### config.mk
export PLATFORM = sky130hd
export DESIGN_NAME = extent_map_sector_lookup
export DESIGN_NICKNAME = d
export VERILOG_FILES = /design/src/rtl/core/emsl_pkg.sv /design/src/rtl/core/emsl_table.sv /design/src/rtl/core/extent_map_sector_lookup.sv
export SDC_FILE = /design/constraint.sdc
export NUM_CORES = 2
export LEC_CHECK = 0
export BUFFER_PORTS_ARGS = -buffer_cell sky130_fd_sc_hd__buf_2
export CAP_MARGIN = 10
export CORE_ASPECT_RATIO = 2
export CORE_MARGIN = 2
export CORE_UTILIZATION = 45
export CTS_CLUSTER_SIZE = 12
export DETAILED_ROUTE_END_ITERATION = 8
export GPL_TIMING_DRIVEN = 0
export SYNTH_ARGS = -nofsm -noshare
export SYNTH_HDL_FRONTEND = slang
export SYNTH_SLANG_ARGS = --single-unit
### constraint.sdc
create_clock -name aclk -period 12.9 [get_ports aclk]
set_clock_uncertainty 0.2 [all_clocks]
set_input_delay 1.29 -clock aclk [delete_from_list [all_inputs] [get_ports aclk]]
set_output_delay 1.29 -clock aclk [all_outputs]
set_load 0.01 [all_outputs]
### src/rtl/core/emsl_pkg.sv
// Shared constants, codes and types for the extent map sector lookup block.
package emsl_pkg;

    localparam int MAX_EXTENTS = 8;
    localparam int IDX_W       = (MAX_EXTENTS > 1) ? $clog2(MAX_EXTENTS) : 1;
    localparam int CNT_W       = $clog2(MAX_EXTENTS + 1);

    localparam int CFG_W       = 4;
    localparam int ENTRY_W     = 3;
    localparam int START_W     = 64;
    localparam int LEN_W       = 32;
    localparam int OFFSET_W    = 64;
    localparam int REQ_W       = 32;
    localparam int PHYS_W      = 64;
    localparam int RUN_W       = 32;

    localparam int IN_BITS     = ENTRY_W + START_W + LEN_W + OFFSET_W + REQ_W;
    localparam int S_TDATA_W   = ((IN_BITS + 7) / 8) * 8;
    localparam int M_TDATA_W   = ((PHYS_W + RUN_W + 7) / 8) * 8;

    localparam int ENTRY_LSB   = 0;
    localparam int START_LSB   = ENTRY_LSB + ENTRY_W;
    localparam int LEN_LSB     = START_LSB + START_W;
    localparam int OFFSET_LSB  = LEN_LSB + LEN_W;
    localparam int REQ_LSB     = OFFSET_LSB + OFFSET_W;

    localparam int PHYS_LSB    = 0;
    localparam int RUN_LSB     = PHYS_LSB + PHYS_W;

    localparam logic OP_WRITE  = 1'b0;
    localparam logic OP_LOOKUP = 1'b1;

    typedef struct packed {
        logic               en;
        logic [ENTRY_W-1:0] addr;
        logic [START_W-1:0] start;
        logic [LEN_W-1:0]   length;
    } tbl_wr_t;

    typedef struct packed {
        logic [START_W-1:0] start;
        logic [LEN_W-1:0]   length;
    } tbl_entry_t;

endpackage

### src/rtl/core/emsl_table.sv
// Extent table memory: one write port, one read port with registered read data.
module emsl_table (
    input  logic                      aclk,
    input  emsl_pkg::tbl_wr_t         wr,
    input  logic                      rd_en,
    input  logic [emsl_pkg::IDX_W-1:0] rd_addr,
    output emsl_pkg::tbl_entry_t      rd_data
);
    import emsl_pkg::*;

    tbl_entry_t mem [MAX_EXTENTS];
    tbl_entry_t rd_data_reg;

    // Slots beyond the table are dropped.
    always_ff @(posedge aclk) begin
        if (wr.en && (int'(wr.addr) < MAX_EXTENTS)) begin
            mem[wr.addr[IDX_W-1:0]] <= '{start: wr.start, length: wr.length};
        end
    end

    always_ff @(posedge aclk) begin
        if (rd_en) begin
            rd_data_reg <= mem[rd_addr];
        end
    end

    assign rd_data = rd_data_reg;

endmodule

### src/rtl/core/extent_map_sector_lookup.sv
// Top level of the extent map sector lookup block: control walk and result register.
//
//   channel   direction  handshake           payload
//   s_        in         s_tvalid/s_tready   tuser: operation; tdata: write and lookup fields
//   m_        out        m_tvalid/m_tready   tuser: found; tdata: physical_sector, run_length
//   cfg_      in         cfg_we              cfg_wdata: active_extents
//
// A write item produces no result. A lookup item walks n table entries, where n is
// at least one and at most MAX_EXTENTS: the extent memory delivers one entry per cycle
// while the walk is not held, and each entry gets one compare and subtract on the
// running offset. The result enters the output register with the last entry visited;
// a stalled output holds the walk on that entry until the register frees up.
// Reset (aresetn low at a clock edge) clears control state and active_extents; the
// table contents stay undefined until written.
module extent_map_sector_lookup (
    input  logic                           aclk,
    input  logic                           aresetn,
    // Configuration: active_extents.
    input  logic                           cfg_we,
    input  logic [emsl_pkg::CFG_W-1:0]     cfg_wdata,
    // Input channel.
    input  logic                           s_tvalid,
    output logic                           s_tready,
    // tdata from bit 0: entry_index, extent_start, extent_length, sector_offset,
    // requested_count, zero padding.
    input  logic [emsl_pkg::S_TDATA_W-1:0] s_tdata,
    // tuser: operation.
    input  logic                           s_tuser,
    // Result channel.
    output logic                           m_tvalid,
    input  logic                           m_tready,
    // tdata from bit 0: physical_sector, run_length.
    output logic [emsl_pkg::M_TDATA_W-1:0] m_tdata,
    // tuser: found.
    output logic                           m_tuser
);
    import emsl_pkg::*;

    typedef enum logic {
        ST_IDLE,
        ST_WALK
    } state_t;

    state_t               state_reg, state_next;
    logic [CFG_W-1:0]     active_reg;
    logic [OFFSET_W-1:0]  offset_reg, offset_next;
    logic [REQ_W-1:0]     want_reg, want_next;
    logic [CNT_W-1:0]     limit_reg, limit_next;
    logic [IDX_W-1:0]     idx_reg, idx_next;
    logic                 m_tvalid_reg, m_tvalid_next;
    logic                 m_found_reg, m_found_next;
    logic [PHYS_W-1:0]    m_phys_reg, m_phys_next;
    logic [RUN_W-1:0]     m_run_reg, m_run_next;

    tbl_wr_t              tbl_wr;
    logic                 tbl_rd_en;
    logic [IDX_W-1:0]     tbl_rd_addr;
    tbl_entry_t           tbl_rd;

    logic                 in_acc;
    logic                 out_free;
    logic                 hit;
    logic                 last;
    logic [LEN_W-1:0]     avail;
    logic [REQ_W-1:0]     in_req;

    emsl_table u_table (
        .aclk    (aclk),
        .wr      (tbl_wr),
        .rd_en   (tbl_rd_en),
        .rd_addr (tbl_rd_addr),
        .rd_data (tbl_rd)
    );

    assign s_tready = (state_reg == ST_IDLE);
    assign in_acc   = s_tvalid && s_tready;
    assign out_free = !m_tvalid_reg || m_tready;
    assign in_req   = s_tdata[REQ_LSB +: REQ_W];

    // Writes land in the memory at the accepting edge. The earliest read of that entry
    // is issued in the following cycle, so no forwarding path is needed.
    assign tbl_wr.en     = in_acc && (s_tuser == OP_WRITE);
    assign tbl_wr.addr   = s_tdata[ENTRY_LSB +: ENTRY_W];
    assign tbl_wr.start  = s_tdata[START_LSB +: START_W];
    assign tbl_wr.length = s_tdata[LEN_LSB +: LEN_W];

    // The entry in tbl_rd is entry idx_reg. It holds the offset when the remaining
    // offset falls strictly below its length; a zero-length entry never does.
    assign hit   = (limit_reg != '0) && (offset_reg < {{(OFFSET_W-LEN_W){1'b0}}, tbl_rd.length});
    assign last  = (limit_reg == '0) || ((CNT_W'(idx_reg) + CNT_W'(1)) == limit_reg);
    // On a hit the offset is below a 32-bit length, so its low bits are the whole value.
    assign avail = tbl_rd.length - offset_reg[LEN_W-1:0];

    always_comb begin
        state_next    = state_reg;
        offset_next   = offset_reg;
        want_next     = want_reg;
        limit_next    = limit_reg;
        idx_next      = idx_reg;
        m_tvalid_next = m_tvalid_reg && !m_tready;
        m_found_next  = m_found_reg;
        m_phys_next   = m_phys_reg;
        m_run_next    = m_run_reg;
        tbl_rd_en     = 1'b0;
        tbl_rd_addr   = idx_reg;

        unique case (state_reg)
            ST_IDLE: begin
                if (in_acc && (s_tuser == OP_LOOKUP)) begin
                    offset_next = s_tdata[OFFSET_LSB +: OFFSET_W];
                    want_next   = (in_req == '0) ? REQ_W'(1) : in_req;
                    if (int'(active_reg) > MAX_EXTENTS) begin
                        limit_next = CNT_W'(MAX_EXTENTS);
                    end else begin
                        limit_next = CNT_W'(active_reg);
                    end
                    idx_next    = '0;
                    tbl_rd_en   = 1'b1;
                    tbl_rd_addr = '0;
                    state_next  = ST_WALK;
                end
            end
            ST_WALK: begin
                if (hit || last) begin
                    // Stay on this entry until the output register can take the result.
                    if (out_free) begin
                        m_tvalid_next = 1'b1;
                        m_found_next  = hit;
                        m_phys_next   = hit ? (tbl_rd.start + offset_reg) : '0;
                        m_run_next    = hit ? ((want_reg < avail) ? want_reg : avail) : '0;
                        state_next    = ST_IDLE;
                    end
                end else begin
                    offset_next = offset_reg - {{(OFFSET_W-LEN_W){1'b0}}, tbl_rd.length};
                    idx_next    = idx_reg + IDX_W'(1);
                    tbl_rd_en   = 1'b1;
                    tbl_rd_addr = idx_reg + IDX_W'(1);
                end
            end
            default: begin
                state_next = ST_IDLE;
            end
        endcase
    end

    always_ff @(posedge aclk) begin
        if (!aresetn) begin
            state_reg    <= ST_IDLE;
            m_tvalid_reg <= 1'b0;
            active_reg   <= '0;
        end else begin
            state_reg    <= state_next;
            m_tvalid_reg <= m_tvalid_next;
            if (cfg_we) begin
                active_reg <= cfg_wdata;
            end
        end
        offset_reg  <= offset_next;
        want_reg    <= want_next;
        limit_reg   <= limit_next;
        idx_reg     <= idx_next;
        m_found_reg <= m_found_next;
        m_phys_reg  <= m_phys_next;
        m_run_reg   <= m_run_next;
    end

    assign m_tvalid = m_tvalid_reg;
    assign m_tuser  = m_found_reg;
    always_comb begin
        m_tdata                          = '0;
        m_tdata[PHYS_LSB +: PHYS_W]      = m_phys_reg;
        m_tdata[RUN_LSB +: RUN_W]        = m_run_reg;
    end

    // A not-found result carries zero in both payload fields.
    a_miss_zero: assert property (@(posedge aclk) disable iff (!aresetn)
        m_tvalid && !m_tuser |-> m_tdata == '0)
        else $error("not-found result with nonzero payload");

    // A found result always offers at least one sector.
    a_hit_run: assert property (@(posedge aclk) disable iff (!aresetn)
        m_tvalid && m_tuser |-> m_tdata[RUN_LSB +: RUN_W] != '0)
        else $error("found result with zero run length");

    // With a nonzero active limit, the walk never visits an entry at or past that limit.
    a_walk_bound: assert property (@(posedge aclk) disable iff (!aresetn)
        state_reg == ST_WALK && limit_reg != '0 |-> CNT_W'(idx_reg) < limit_reg)
        else $error("walk index beyond active extents");

    // An accepted lookup starts the walk in the next cycle.
    a_lookup_walk: assert property (@(posedge aclk) disable iff (!aresetn)
        s_tvalid && s_tready && s_tuser == OP_LOOKUP |=> state_reg == ST_WALK)
        else $error("lookup accepted without starting a walk");

endmodule
==> metrics <==
status complete, no violations; Avg Inst Size Synth 14.10 sq um; nets 4,281; final hold vios 0; total number of yosys warnings 0; cell count after synthesis 3,449; Crit Path Max Fanout 10; final period utilization 54.17%; Max Cap Violations 0; Vias 31,310; static leakage 19.56 nW; post-CTS resize count 0; CTS tree built; Least-Margin Pin Slew 1.202 ns; gr ovfl total 0; First-pass DRT Iterations 9; critical path class register to register; die height 468.9 um; antenna violations before repair 38; global route hottest layer met2; fin crit period 6.988 ns; area leader, netlist edfxtp_1; Synth Flop Type edfxtp_1; Clock Path Buffers 3; max reg flops 768; Worst EP required 13.16 ns; total core area 107,200 sq um; total chip power 11.36 mW; H-tree Lvls 3; Setup crit start kind register; synth cell count leaders edfxtp_1 (1,061), nor2_1 (300), o221ai_1 (191); cts hold-fix bufs 0; drt wl/cell 26.66 um; port buffer count 302; RD Place Congestion 0.9478; CP arrival 7.24 ns; CTS root buf clkbuf_16; num rows 170; top cells by area, synth edfxtp_1 (66%), ha_1 (4.1%), o221ai_1 (3.4%); hpwl dp 104.6 mm; Sink Count 1,070; f_max 143.1 MHz; met3 Usage GRT 4.863%; I/O pins 309; Setup violations, final 0; post-route ant nets 0; RSZ-0062 raised after global routing false; All-Layer GR Usage 25.38%; Post-synth EDFFs 1,061; drt drc 0; Area Growth Syn to Fin 14.44%; 1st-iter DRT viols 2,494; worst rel slew slack 19.85%; pin count of the biggest net entering global routing 49; worst skew pair latency 0.71 ns; fillers 9,109; vias in the first global route 31,910; max-slew violations 0; PwrDens 204.2 nW/um^2; count leader, synth edfxtp_1; TritonCTS Buffers 101; peak supply drop 0.1152 mV; Die Wd 236.5 um; sequential fraction of the synthesis area 65.87%; fraction of registers with async set/reset 0%; share of the synthesized area in the top cell type 65.50%; first-pass GRT wire length 206.9 mm; layout cell share with drive strength beyond 1 17.30%; Setup Buffers After CTS 0; Synth cell types 79; starting density of the core 45.37%; M2 GR Usage 45.27%; register bit count reported by yosys 1,070; Hold/Removal Path Class register to register; critical path endpoint category register; vias per cell 5.874; Syn Nets 3,820; full die area 110,900 sq um; Layout Utilization 51.92%; Mapped Area 48,640 sq um; met1 Usage GRT 30.14%; Clock transition at path regs 0.06 ns; routed wire length 142.1 mm
[routing by layer]
metal	part of all wire (%)	wire [um]
met1	38	54610
met2	51	72290
met3	6.5	9226
met4	4.0	5717
met5	0.21	300
[power breakdown]
group | switching (mW) | leakage (nW) | total, mW | internal (mW)
Sequential | 0.163 | 9.96 | 4.29 | 4.12
Clock | 1.24 | 1.33 | 2.66 | 1.42
Combinational | 2.80 | 8.27 | 4.41 | 1.61
Total | 4.21 | 19.6 | 11.4 | 7.16
[final cells by class]
type                    count  area [sq um]  area share, %
diodes                     13         32.53        0.05844
multi-input cells        2052         15270          27.43
plain buffers             215         977.2          1.756
inverters                 112         422.9         0.7598
clock buffers             123          2630          4.725
clock inverters            12         105.1         0.1888
flip-flops and latches   1070         32040          57.56
well taps                1376          1722          3.093
repair buffers            358          2464          4.426
[path summary, 6_finish.rpt]
path	from	endpoint	slack [ns]	depth (start not counted)
worst max register to register	u_table.rd_data[2]$_DFFE_PP_	m_run_reg[24]$_SDFFCE_PN0P_	5.91	22
worst min register to register	active_reg[1]$_SDFFE_PN0P_	active_reg[1]$_SDFFE_PN0P_	0.33	2
worst min-delay path	active_reg[1]$_SDFFE_PN0P_	active_reg[1]$_SDFFE_PN0P_	0.33	2
worst max-delay path	u_table.rd_data[2]$_DFFE_PP_	m_run_reg[24]$_SDFFCE_PN0P_	5.91	22
[worst max-delay path, cell delays in order, from the launching register on]
cell and delay, ns:
edfxtp_1 0.48, ha_1 0.32, clkbuf_1 0.34, o21a_1 0.19
o31a_1 0.22, o311ai_0 0.23, a21oi_1 0.55, a21oi_1 0.22
a211oi_1 0.46, o21a_1 0.20, o21ai_0 0.10, o31ai_1 0.13
ha_1 0.31, a21o_1 0.18, a21o_1 0.17, a211oi_1 0.30
o21ai_0 0.21, o221a_2 0.27, a211oi_1 0.44, clkbuf_1 0.41
clkbuf_1 0.51, nor2_1 0.10, o21a_1 0.19
[stage by stage]
stage          TNS [ns]  hold slack, ns  worst slack [ns]  cell area (sq um)  cells
2_1_floorplan         0          0.2742             3.809              48640   3449
3_3_place_gp    -664.30          0.3158            -3.733              51870   5127
3_5_place_dp          0          0.3257             5.912              52900   5183
4_1_cts               0          0.3347             5.891              55630   5318
5_1_grt               0          0.3641             5.538              55630   5319
6_report              0          0.3282             5.912              55660   5331
[cell families after synthesis]
group	count (synthesis)	share of synthesized area, %
adders and majority gates	161	4.188
and+or+nand+nor	690	6.518
xor gates and xnor gates	147	2.647
muxes	222	4.890
AOI/OAI and AO/OA	832	13.00
DFF	1070	65.87
buffers and inverters	327	2.879
[cells in the final DEF (no fill, tap or decap), types with 33 or more instances in the layout]
cell,instances
a21o_1,65
a21oi_1,177
a221oi_1,46
a221oi_2,52
and2_1,37
buf_2,342
buf_6,33
clkbuf_1,163
clkbuf_16,101
edfxtp_1,1061
ha_1,158
inv_1,109
mux2_1,57
mux2_2,65
mux2i_1,99
nand2_1,136
nor2_1,293
nor3_1,50
o21a_1,47
o21ai_0,98
o221ai_1,191
xnor2_1,90
xor2_1,57
Power figures use the tool's default switching activity.
